<file path="config.mk">
export PLATFORM = sky130hd
export DESIGN_NAME = read_at_content_quality_filter_top
export DESIGN_NICKNAME = d
export VERILOG_FILES = /design/src/rtl/core/rdqf_pkg.sv /design/src/rtl/core/rdqf_csr.sv /design/src/rtl/core/rdqf_accum.sv /design/src/rtl/core/rdqf_judge.sv /design/src/rtl/core/read_at_content_quality_filter_top.sv
export SDC_FILE = /design/constraint.sdc
export NUM_CORES = 2
export LEC_CHECK = 0
export ABC_AREA = 0
export BUFFER_PORTS_ARGS = -buffer_cell sky130_fd_sc_hd__buf_4
export CAP_MARGIN = 20
export CORE_AREA = 4 4 276 278
export CTS_BUF_LIST = sky130_fd_sc_hd__clkbuf_2
export DETAILED_ROUTE_END_ITERATION = 12
export DIE_AREA = 0 0 280 282
export HOLD_SLACK_MARGIN = 0.08
export PLACE_DENSITY = 0.67
export SETUP_SLACK_MARGIN = 0.1
export SYNTH_ARGS = -nofsm -noshare
export SYNTH_HDL_FRONTEND = slang
export SYNTH_SLANG_ARGS = --single-unit
</file>
<file path="constraint.sdc">
create_clock -name clock -period 7.56 [get_ports clock]
set_input_delay 1.134 -clock clock [delete_from_list [all_inputs] [get_ports clock]]
set_output_delay 1.134 -clock clock [all_outputs]
set_load 0.02 [all_outputs]
</file>
<file path="src/rtl/core/rdqf_pkg.sv">
// Shared types, codes and constants of the read quality filter.
package rdqf_pkg;

   localparam int LENGTH_BITS = 20;
   localparam int SUM_BITS    = LENGTH_BITS + 7;
   localparam int PROD_BITS   = LENGTH_BITS + 7;
   localparam int OUT_BITS    = 20;
   localparam int MINLEN_BITS = 20;
   localparam int PCT_BITS    = 7;
   localparam int ADDR_BITS   = 4;
   localparam int DATA_BITS   = 32;

   localparam logic [7:0] CHAR_A       = 8'h41;
   localparam logic [7:0] CHAR_T       = 8'h54;
   localparam logic [7:0] CHAR_U       = 8'h55;
   localparam logic [7:0] PHRED_OFFSET = 8'd33;
   localparam logic [6:0] AT_SCALE     = 7'd100;

   typedef enum logic [1:0] {
      REG_AT_MIN   = 2'd0,
      REG_AT_MAX   = 2'd1,
      REG_MIN_LEN  = 2'd2,
      REG_MIN_QUAL = 2'd3
   } reg_index_type;

   typedef enum logic [1:0] {
      VERDICT_KEEP     = 2'd0,
      VERDICT_SHORT    = 2'd1,
      VERDICT_AT_RANGE = 2'd2,
      VERDICT_LOW_QUAL = 2'd3
   } verdict_type;

   typedef struct packed {
      logic [PCT_BITS-1:0]    at_min;
      logic [PCT_BITS-1:0]    at_max;
      logic [MINLEN_BITS-1:0] min_len;
      logic [PCT_BITS-1:0]    min_qual;
   } cfg_type;

   typedef struct packed {
      logic [LENGTH_BITS-1:0] length;
      logic [LENGTH_BITS-1:0] at_count;
      logic [SUM_BITS-1:0]    quality_sum;
   } totals_type;

endpackage

</file>
<file path="src/rtl/core/rdqf_csr.sv">
// Configuration register file behind the APB-style port.
module rdqf_csr (
   input  logic                             clock,
   input  logic                             reset,
   input  logic                             psel,
   input  logic                             penable,
   input  logic                             pwrite,
   input  logic [rdqf_pkg::ADDR_BITS-1:0]   paddr,
   input  logic [rdqf_pkg::DATA_BITS-1:0]   pwdata,
   output logic [rdqf_pkg::DATA_BITS-1:0]   prdata,
   output logic                             pready,
   output rdqf_pkg::cfg_type                cfg
);

   localparam int DW = rdqf_pkg::DATA_BITS;
   localparam int PW = rdqf_pkg::PCT_BITS;
   localparam int LW = rdqf_pkg::MINLEN_BITS;

   rdqf_pkg::cfg_type     cfg_ff, cfg_in;
   rdqf_pkg::reg_index_type index;
   logic                  write_en;

   assign index    = rdqf_pkg::reg_index_type'(paddr[3:2]);
   assign write_en = psel && penable && pwrite;
   assign pready   = 1'b1;
   assign cfg      = cfg_ff;

   always_comb begin
      cfg_in = cfg_ff;
      if (write_en) begin
         case (index)
            rdqf_pkg::REG_AT_MIN:   cfg_in.at_min   = pwdata[PW-1:0];
            rdqf_pkg::REG_AT_MAX:   cfg_in.at_max   = pwdata[PW-1:0];
            rdqf_pkg::REG_MIN_LEN:  cfg_in.min_len  = pwdata[LW-1:0];
            rdqf_pkg::REG_MIN_QUAL: cfg_in.min_qual = pwdata[PW-1:0];
            default:                cfg_in          = cfg_ff;
         endcase
      end
   end

   always_comb begin
      case (index)
         rdqf_pkg::REG_AT_MIN:   prdata = DW'(cfg_ff.at_min);
         rdqf_pkg::REG_AT_MAX:   prdata = DW'(cfg_ff.at_max);
         rdqf_pkg::REG_MIN_LEN:  prdata = DW'(cfg_ff.min_len);
         rdqf_pkg::REG_MIN_QUAL: prdata = DW'(cfg_ff.min_qual);
         default:                prdata = '0;
      endcase
   end

   always_ff @(posedge clock) begin
      if (reset) begin
         cfg_ff.at_min   <= '0;
         cfg_ff.at_max   <= PW'(101);
         cfg_ff.min_len  <= '0;
         cfg_ff.min_qual <= '0;
      end else begin
         cfg_ff <= cfg_in;
      end
   end

endmodule

</file>
<file path="src/rtl/core/rdqf_accum.sv">
// Per-read counters and the snapshot register that hands finished reads on.
module rdqf_accum (
   input  logic                  clock,
   input  logic                  reset,
   input  logic                  req_valid,
   output logic                  req_ready,
   input  logic [7:0]            req_symbol,
   input  logic                  req_in_quality_line,
   input  logic                  req_carries_symbol,
   input  logic                  req_end_of_line,
   output logic                  snap_valid,
   input  logic                  snap_ready,
   output rdqf_pkg::totals_type  snap
);

   localparam int LB = rdqf_pkg::LENGTH_BITS;
   localparam int SB = rdqf_pkg::SUM_BITS;

   logic [LB-1:0] length_count_ff, length_count_in;
   logic [LB-1:0] at_count_ff, at_count_in;
   logic [SB-1:0] quality_sum_ff, quality_sum_in;
   logic [LB-1:0] quality_taken_ff, quality_taken_in;
   logic          snap_valid_ff, snap_valid_in;
   rdqf_pkg::totals_type snap_ff, snap_in;

   logic          accept;
   logic          is_at;
   logic          take_quality;
   logic          closes_read;
   logic [7:0]    score;
   logic [SB:0]   sum_wide;
   logic [SB-1:0] sum_next;

   assign req_ready  = !snap_valid_ff || snap_ready;
   assign accept     = req_valid && req_ready;
   assign snap_valid = snap_valid_ff;
   assign snap       = snap_ff;

   always_comb begin
      is_at = (req_symbol == rdqf_pkg::CHAR_A) || (req_symbol == rdqf_pkg::CHAR_T) ||
              (req_symbol == rdqf_pkg::CHAR_U);
      score = (req_symbol >= rdqf_pkg::PHRED_OFFSET) ?
              req_symbol - rdqf_pkg::PHRED_OFFSET : 8'd0;
      // The carry out of the sum means saturation.
      sum_wide = {1'b0, quality_sum_ff} + (SB+1)'(score);
      sum_next = sum_wide[SB] ? {SB{1'b1}} : sum_wide[SB-1:0];
      take_quality = req_carries_symbol && (quality_taken_ff < length_count_ff);
      closes_read  = accept && req_in_quality_line && req_end_of_line;

      length_count_in  = length_count_ff;
      at_count_in      = at_count_ff;
      quality_sum_in   = quality_sum_ff;
      quality_taken_in = quality_taken_ff;
      snap_in          = snap_ff;
      snap_valid_in    = snap_valid_ff && !snap_ready;

      if (accept && !req_in_quality_line && req_carries_symbol) begin
         if (length_count_ff != {LB{1'b1}}) begin
            length_count_in = length_count_ff + LB'(1);
         end
         if (is_at && (at_count_ff != {LB{1'b1}})) begin
            at_count_in = at_count_ff + LB'(1);
         end
      end

      if (accept && req_in_quality_line && take_quality) begin
         quality_sum_in   = sum_next;
         quality_taken_in = quality_taken_ff + LB'(1);
      end

      if (closes_read) begin
         snap_in.length      = length_count_ff;
         snap_in.at_count    = at_count_ff;
         snap_in.quality_sum = take_quality ? sum_next : quality_sum_ff;
         snap_valid_in       = 1'b1;
         length_count_in     = '0;
         at_count_in         = '0;
         quality_sum_in      = '0;
         quality_taken_in    = '0;
      end
   end

   always_ff @(posedge clock) begin
      if (reset) begin
         length_count_ff  <= '0;
         at_count_ff      <= '0;
         quality_sum_ff   <= '0;
         quality_taken_ff <= '0;
         snap_valid_ff    <= 1'b0;
      end else begin
         length_count_ff  <= length_count_in;
         at_count_ff      <= at_count_in;
         quality_sum_ff   <= quality_sum_in;
         quality_taken_ff <= quality_taken_in;
         snap_valid_ff    <= snap_valid_in;
      end
   end

   always_ff @(posedge clock) begin
      snap_ff <= snap_in;
   end

endmodule

</file>
<file path="src/rtl/core/rdqf_judge.sv">
// Product stage and verdict stage with the result register.
module rdqf_judge (
   input  logic                              clock,
   input  logic                              reset,
   input  rdqf_pkg::cfg_type                 cfg,
   input  logic                              snap_valid,
   output logic                              snap_ready,
   input  rdqf_pkg::totals_type              snap,
   output logic                              rsp_valid,
   input  logic                              rsp_ready,
   output logic                              rsp_keep_read,
   output logic [1:0]                        rsp_verdict,
   output logic [rdqf_pkg::OUT_BITS-1:0]     rsp_read_length,
   output logic [rdqf_pkg::OUT_BITS-1:0]     rsp_at_base_count
);

   localparam int LB = rdqf_pkg::LENGTH_BITS;
   localparam int PB = rdqf_pkg::PROD_BITS;
   localparam int OW = rdqf_pkg::OUT_BITS;
   localparam int MW = rdqf_pkg::MINLEN_BITS;
   localparam int CW = (LB > MW) ? LB : MW;

   typedef struct packed {
      logic          too_short;
      logic [PB-1:0] at100;
      logic [PB-1:0] at_lo;
      logic [PB-1:0] at_hi;
      logic [PB-1:0] qual_lo;
      logic [PB-1:0] quality_sum;
      logic [LB-1:0] length;
      logic [LB-1:0] at_count;
   } prod_type;

   prod_type              prod_ff, prod_in;
   logic                  prod_valid_ff, prod_valid_in;
   logic                  out_valid_ff, out_valid_in;
   rdqf_pkg::verdict_type verdict_ff, verdict_in;
   logic [OW-1:0]         length_ff, length_in;
   logic [OW-1:0]         at_ff, at_in;
   logic                  out_ready;
   logic                  prod_ready;

   assign out_ready  = !out_valid_ff || rsp_ready;
   assign prod_ready = !prod_valid_ff || out_ready;
   assign snap_ready = prod_ready;

   always_comb begin
      prod_in.too_short   = CW'(snap.length) < CW'(cfg.min_len);
      prod_in.at100       = PB'(snap.at_count) * PB'(rdqf_pkg::AT_SCALE);
      prod_in.at_lo       = PB'(cfg.at_min) * PB'(snap.length);
      prod_in.at_hi       = PB'(cfg.at_max) * PB'(snap.length);
      prod_in.qual_lo     = PB'(cfg.min_qual) * PB'(snap.length);
      prod_in.quality_sum = PB'(snap.quality_sum);
      prod_in.length      = snap.length;
      prod_in.at_count    = snap.at_count;
      prod_valid_in       = prod_ready ? snap_valid : prod_valid_ff;
   end

   always_comb begin
      // Checks in priority order: length, then AT content, then quality.
      if (prod_ff.too_short) begin
         verdict_in = rdqf_pkg::VERDICT_SHORT;
      end else if ((prod_ff.at100 < prod_ff.at_lo) || (prod_ff.at100 >= prod_ff.at_hi)) begin
         verdict_in = rdqf_pkg::VERDICT_AT_RANGE;
      end else if (prod_ff.quality_sum < prod_ff.qual_lo) begin
         verdict_in = rdqf_pkg::VERDICT_LOW_QUAL;
      end else begin
         verdict_in = rdqf_pkg::VERDICT_KEEP;
      end
      length_in    = OW'(prod_ff.length);
      at_in        = OW'(prod_ff.at_count);
      out_valid_in = out_ready ? prod_valid_ff : out_valid_ff;
   end

   always_ff @(posedge clock) begin
      if (reset) begin
         prod_valid_ff <= 1'b0;
         out_valid_ff  <= 1'b0;
      end else begin
         prod_valid_ff <= prod_valid_in;
         out_valid_ff  <= out_valid_in;
      end
   end

   always_ff @(posedge clock) begin
      if (prod_ready) begin
         prod_ff <= prod_in;
      end
      if (out_ready) begin
         verdict_ff <= verdict_in;
         length_ff  <= length_in;
         at_ff      <= at_in;
      end
   end

   assign rsp_valid         = out_valid_ff;
   assign rsp_verdict       = verdict_ff;
   assign rsp_keep_read     = (verdict_ff == rdqf_pkg::VERDICT_KEEP);
   assign rsp_read_length   = length_ff;
   assign rsp_at_base_count = at_ff;

endmodule

</file>
<file path="src/rtl/core/read_at_content_quality_filter_top.sv">
// Top level of the FASTQ read filter on length, AT content and mean quality.
//
//   channel  direction  transfer when          carries
//   req      in         req_valid & req_ready  one character of a sequence or quality line
//   rsp      out        rsp_valid & rsp_ready  one verdict per read with its counts
//   csr      in/out     psel & penable         register writes and reads, pready always high
//
// One character is taken every cycle while req_ready is high; counters and the
// saturating quality sum update in the cycle of the transfer. The verdict for a
// read passes the snapshot register, the product register, where the products
// are held, and the result register, where the compares land. Reset is synchronous
// and clears the counters, the stage valids and the configuration registers to their defaults.
// A stalled rsp side backs up through three stage registers; req_ready then drops
// for any character while the snapshot stage is full and cannot move on.
module read_at_content_quality_filter_top (
   input  logic                             clock,
   input  logic                             reset,
   input  logic                             req_valid,
   output logic                             req_ready,
   input  logic [7:0]                       req_symbol,
   input  logic                             req_in_quality_line,
   input  logic                             req_carries_symbol,
   input  logic                             req_end_of_line,
   output logic                             rsp_valid,
   input  logic                             rsp_ready,
   output logic                             rsp_keep_read,
   output logic [1:0]                       rsp_verdict,
   output logic [rdqf_pkg::OUT_BITS-1:0]    rsp_read_length,
   output logic [rdqf_pkg::OUT_BITS-1:0]    rsp_at_base_count,
   input  logic                             psel,
   input  logic                             penable,
   input  logic                             pwrite,
   input  logic [rdqf_pkg::ADDR_BITS-1:0]   paddr,
   input  logic [rdqf_pkg::DATA_BITS-1:0]   pwdata,
   output logic [rdqf_pkg::DATA_BITS-1:0]   prdata,
   output logic                             pready
);

   rdqf_pkg::cfg_type    cfg;
   rdqf_pkg::totals_type snap;
   logic                 snap_valid;
   logic                 snap_ready;

   rdqf_csr u_csr (
      .clock   (clock),
      .reset   (reset),
      .psel    (psel),
      .penable (penable),
      .pwrite  (pwrite),
      .paddr   (paddr),
      .pwdata  (pwdata),
      .prdata  (prdata),
      .pready  (pready),
      .cfg     (cfg)
   );

   rdqf_accum u_accum (
      .clock               (clock),
      .reset               (reset),
      .req_valid           (req_valid),
      .req_ready           (req_ready),
      .req_symbol          (req_symbol),
      .req_in_quality_line (req_in_quality_line),
      .req_carries_symbol  (req_carries_symbol),
      .req_end_of_line     (req_end_of_line),
      .snap_valid          (snap_valid),
      .snap_ready          (snap_ready),
      .snap                (snap)
   );

   rdqf_judge u_judge (
      .clock             (clock),
      .reset             (reset),
      .cfg               (cfg),
      .snap_valid        (snap_valid),
      .snap_ready        (snap_ready),
      .snap              (snap),
      .rsp_valid         (rsp_valid),
      .rsp_ready         (rsp_ready),
      .rsp_keep_read     (rsp_keep_read),
      .rsp_verdict       (rsp_verdict),
      .rsp_read_length   (rsp_read_length),
      .rsp_at_base_count (rsp_at_base_count)
   );

endmodule

</file>
Word level (Yosys, flattened, before mapping) --
Index checks and enable logic that the tools add are counted.
Word-level totals: register bits after elaboration 414, output and inout bits 78, logic and storage cells 86
Cells by class: $add $sub $neg 5, $mul 4, order comparisons 6, equality and inequality tests 8, multiplexer cells 7, reductions and logical operators 31
Operators by type and width (count):
- case mux 32 bit (4 select lines) | 1
- multiplier 7 x 20 -> 27 bit | 3
- adder 20 x 1 -> 20 bit, second input constant | 3
- less-than comparator 27 bit | 2
- two-way mux 27 bit | 2
- less-than comparator 20 bit | 2
- inequality test 20 bit, second input constant | 2
- adder 27 x 8 -> 28 bit | 1
- greater-or-equal comparator 27 bit | 1
- multiplier 20 x 5 -> 25 bit, second input constant | 1
- == test 8 x 7 -> 1 bit, second input constant | 3
- AND reduction 2 bit | 6
- logical AND 1 bit | 11
- greater-or-equal comparator 8 x 6 -> 1 bit, second input constant | 1
- two-way mux 8 bit | 1
- subtractor 8 x 6 -> 8 bit, second input constant | 1
- logical OR 1 bit | 6
- zero test 1 bit | 5
- == test 2 bit, second input constant | 2
- zero test 2 bit | 2
- two-way mux 2 bit | 2
- == test 2 x 1 -> 1 bit, second input constant | 1
- OR reduction 2 bit | 1
- two-way mux 1 bit | 1

Longest topological paths before layout --
depth in word-level cells 8, depth in mapped cells 20

Cells and area by module --
A second synthesis with hierarchy kept.
Second synthesis, totals: cells, all modules 3351, area total of the unflattened synthesis 33761.1 um^2
Modules (own cells, without submodules):
- rdqf_judge | instances 1, cells each 2355, area an instance 23882.9 um^2
- rdqf_accum | instances 1, cells each 790, area an instance 7736.2 um^2
- rdqf_csr | instances 1, cells each 206, area an instance 2142.1 um^2

Worst setup path after synthesis --
OpenSTA, ideal clock, no wires.
path kind input port to flip-flop, start point in rsp_ready, end point reg u_judge.prod_ff, in the netlist u_judge.at_in[0], enable pin, setup time 1400 ps, arrival time 4147 ps, required time 6160 ps, path slack 2013 ps, cell stages on the path 2, cell sequence nor2b_1 nand2_1
Between the ends: cells in the longest elaborated chain, start to end 2
Ends and longest elaborated chain:
- from (decl) | RTL line read_at_content_quality_filter_top.sv:25 | input logic rsp_ready,
- logical OR 1 bit | RTL line rdqf_judge.sv:43 | assign out_ready = !out_valid_ff || rsp_ready;
- logical OR 1 bit | RTL line rdqf_judge.sv:44 | assign prod_ready = !prod_valid_ff || out_ready;
- via snap_ready | RTL line read_at_content_quality_filter_top.sv:42 | logic snap_ready;
- to (signal assigned) | RTL line rdqf_judge.sv:87 | prod_ff <= prod_in;
- to (decl) | RTL line rdqf_judge.sv:34 | prod_type prod_ff, prod_in;
The timed path passes the listed nets, and every way through them passes these cells. A chain may end at the register's enable or synchronous reset.

==> flow_metrics.py <==
metrics = {
    "clock_tree": {
        "clk_latency_ns": 1.19,
        "root_buffer": "clkbuf_2",
        "ctsHtreeMaxLevel": 3,
        "cts_buffers": 107,
        "path_clk_slew_ns": 0.11,
        "ctsHoldBuffers": 0,
        "cts_tree": "done",
        "clock-sinks": 411,
        "cts_buffer_depth": 3,
        "cts_resized": 0,
        "post_cts_buffers": 0,
    },
    "layout": {
        "fill_cells": 6948,
        "nets": 4059,
        "final_util": 0.482,
        "drive_gt1_frac": 0.0970,
        "register_area_sq_mm": 0.0110,
        "area_delta_synth_final_pct": 8.19,
        "multi_input_area_sq_mm": 0.0195,
    },
    "logic_synthesis": {
        "synth_top_cells_by_area": "edfxtp_1 (26%), fa_1 (17%), ha_1 (12%), dfxtp_1 (8.0%), and2_1 (5.7%)",
        "ys_seq_area_frac": 0.335,
        "synthCells": 3286,
        "syn-cell-area_sq_mm": 0.0329,
        "synth_top_area_share": 0.255,
        "avgSynthCellArea_sq_um": 10.0,
        "yosys-top-cells-count": "inv_1 (493), ha_1 (327), and2_1 (298)",
        "synth_edf_count": 280,
        "synth_seq_cells": 411,
        "yosysMostFrequentCell": "inv_1",
        "async_flop_share": 0,
        "synth_top_cell_by_area": "edfxtp_1",
        "ys_warn_count": 0,
        "ys_types": 76,
        "ys.flop_type": "edfxtp_1",
    },
    "detailed_routing": {
        "drc": 0,
        "vias": 22800,
        "drt-initial-drc-count": 1171,
        "wl_um": 69800,
        "drt_first_pass_iters": 7,
        "ant_nets": 0,
        "viasPerCell": 5.11,
        "wl_per_cell_um": 15.7,
    },
    "sta": {
        "finalMaxSlewViolations": 0,
        "finalSetupViolCount": 0,
        "fin_hold_ws_ns": 0.237,
        "timing.fmax_mhz": 161,
        "fin_ws_ns": 1.35,
        "fin_tns_setup_ns": 0,
        "finalCritPeriodShare": 0.821,
        "post-route-min-period_ns": 6.21,
        "fin_skew_ns": 0.141,
        "hold_viol": 0,
        "relSlewSlack": 0.357,
        "grt_setup_unrepaired": "no",
        "tightest_slew_ns": 0.963,
    },
    "worst_hold_path": {
        "hold_end": "u_csr.cfg[16]",
        "holdPathStages": 3,
        "hold_class": "in -> reg",
        "min_from": "pwdata[9]",
    },
    "critical_path": {
        "crit_required_ns": 8.41,
        "rr_worst_depth": 17,
        "worst_setup_path_end_kind": "flip-flop",
        "reg2reg_to": "u_judge.prod_ff[120]",
        "critPathKind": "reg -> reg",
        "r2r-start": "u_accum.snap[50]",
        "worstPathMaxFanout": 14,
        "reg2reg_slack_ns": 1.35,
        "critPathLaunchType": "flip-flop",
        "cp.arrival_ns": 7.06,
    },
    "die": {
        "chipHeight_um": 282,
        "die_w_um": 280,
        "die_area_sq_mm": 0.0790,
        "boundaryPins": 132,
        "core_area_sq_mm": 0.0739,
        "start_util": 0.445,
        "row_count": 100,
    },
    "global_routing": {
        "grt_usage": 0.182,
        "grt-ovfl-total": 0,
        "antenna_found_initial": 2,
        "grt_pass1_vias": 23300,
        "grt_max_degree": 75,
        "grt_pass1_wl_um": 117000,
    },
    "placement": {
        "place_ws_ns": 1.41,
        "gp_congestion": 0.836,
        "port_buffers": 104,
        "hpwlAfterDp_um": 51400,
    },
    "pwr": {
        "power.leakage_nw": 16.9,
        "powerDensity_mw_per_mm2": 140,
        "vdd_ir_drop_max_mv": 0.102,
    },
    "run": {
        "drv_cap": 0,
    },
    "status": {
        "status": "finished, final reports clean",
    },
}
-- cell families (layout without fill, tap and decap cells) --
logic type               after synthesis  count (layout)  share of synthesized area
XOR/XNOR                             143             143                     0.0380
other                                  2              14                   0.000228
adder cells (fa/ha/maj)              610             610                      0.296
multiplexers                          28              28                     0.0112
flip-flops                           411             411                      0.335
buffers and inverters                639             827                     0.0749
AO/OA/AOI/OAI                        473             473                     0.0930
AND/OR/NAND/NOR                      980             980                      0.151
-- worst max-delay path, stage by stage, from the launching register on --
cell and delay [ns]:
edfxtp_1 0.65, buf_4 0.32, and2_1 0.20, fa_1 0.52, fa_1 0.53, fa_1 0.54, inv_1 0.05, fa_1 0.53
inv_1 0.04, ha_1 0.34, a21oi_1 0.17, o21ai_0 0.14, a2111oi_0 0.73, nor3_1 0.24, nor3_1 0.43, o31ai_1 0.15
a21oi_1 0.19, xnor2_1 0.08
-- final cells by class --
type | instances | share of cell area
multi-input combinational | 2247 | 0.547
sequential | 411 | 0.310
clock buffer | 154 | 0.0216
antenna | 1 | 0.0000703
inverter | 493 | 0.0520
tap | 969 | 0.0340
timing repair buffer | 135 | 0.0285
clock inverter | 45 | 0.00699
-- where the power goes --
group / switching [mW] / internal [mW] / total [mW]
sequential: 0.0530 / 2.51 / 2.56
clock: 0.973 / 0.581 / 1.55
combinational: 0.495 / 0.364 / 0.860
-- per-stage QoR --
stage / instances / total power [mW] / cell area (sq um)
floorplan: 3297 / 3.26 / 33000
global placement: 4255 / 3.46 / 34600
detailed placement: 4255 / 3.48 / 34600
CTS: 4454 / 5.07 / 35600
global route: 4455 / 5.33 / 35600
finish: 4455 / 4.97 / 35600
-- cells in the final DEF (no fill, tap or decap), types with 27 or more instances in the layout --
cell / instances
dfxtp_1: 131
xor2_1: 45
o21ai_0: 60
nand4_1: 39
a21o_1: 81
nor3_1: 30
ha_1: 327
clkbuf_2: 154
nor2b_1: 27
fa_1: 283
inv_1: 491
nand2_1: 261
and2_1: 298
edfxtp_1: 280
nand3_1: 50
buf_4: 135
a211oi_1: 29
nor2_1: 182
a21oi_1: 177
xnor2_1: 98
-- layer usage --
layer	track usage	routed length (um)
met4	0.0694	2390
met2	0.308	33000
met3	0.0349	3560
met1	0.232	30900
met5	0	0
-- state kept, by name (all words and copies together) (netlist names) --
signal                     cells
u_accum.quality_sum_ff        27
u_judge.prod_valid_ff          1
u_judge.rsp_read_length       20
u_judge.prod_ff              131
u_accum.snap                  67
u_judge.rsp_verdict            2
u_judge.rsp_valid              1
u_accum.quality_taken_ff      20
u_accum.snap_valid             1
u_accum.at_count_ff           20
u_accum.length_count_ff       20
u_csr.cfg                     41
u_judge.length_in             20
u_judge.at_in                 20
u_judge.rsp_at_base_count     20
-- how the worst max path moves through the flow --
stage                           startpoint                   end  slack, ns
final                     u_accum.snap[50]  u_judge.prod_ff[120]       1.35
after global routing      u_accum.snap[52]  u_judge.prod_ff[120]       0.96
after CTS                 u_accum.snap[50]  u_judge.prod_ff[120]       1.32
after detailed placement     u_csr.cfg[33]  u_judge.prod_ff[120]       1.41
after global placement       u_csr.cfg[33]  u_judge.prod_ff[120]       1.50
after floorplan                  rsp_ready      u_judge.at_in[0]       2.01
Power figures use the tool's default switching activity.
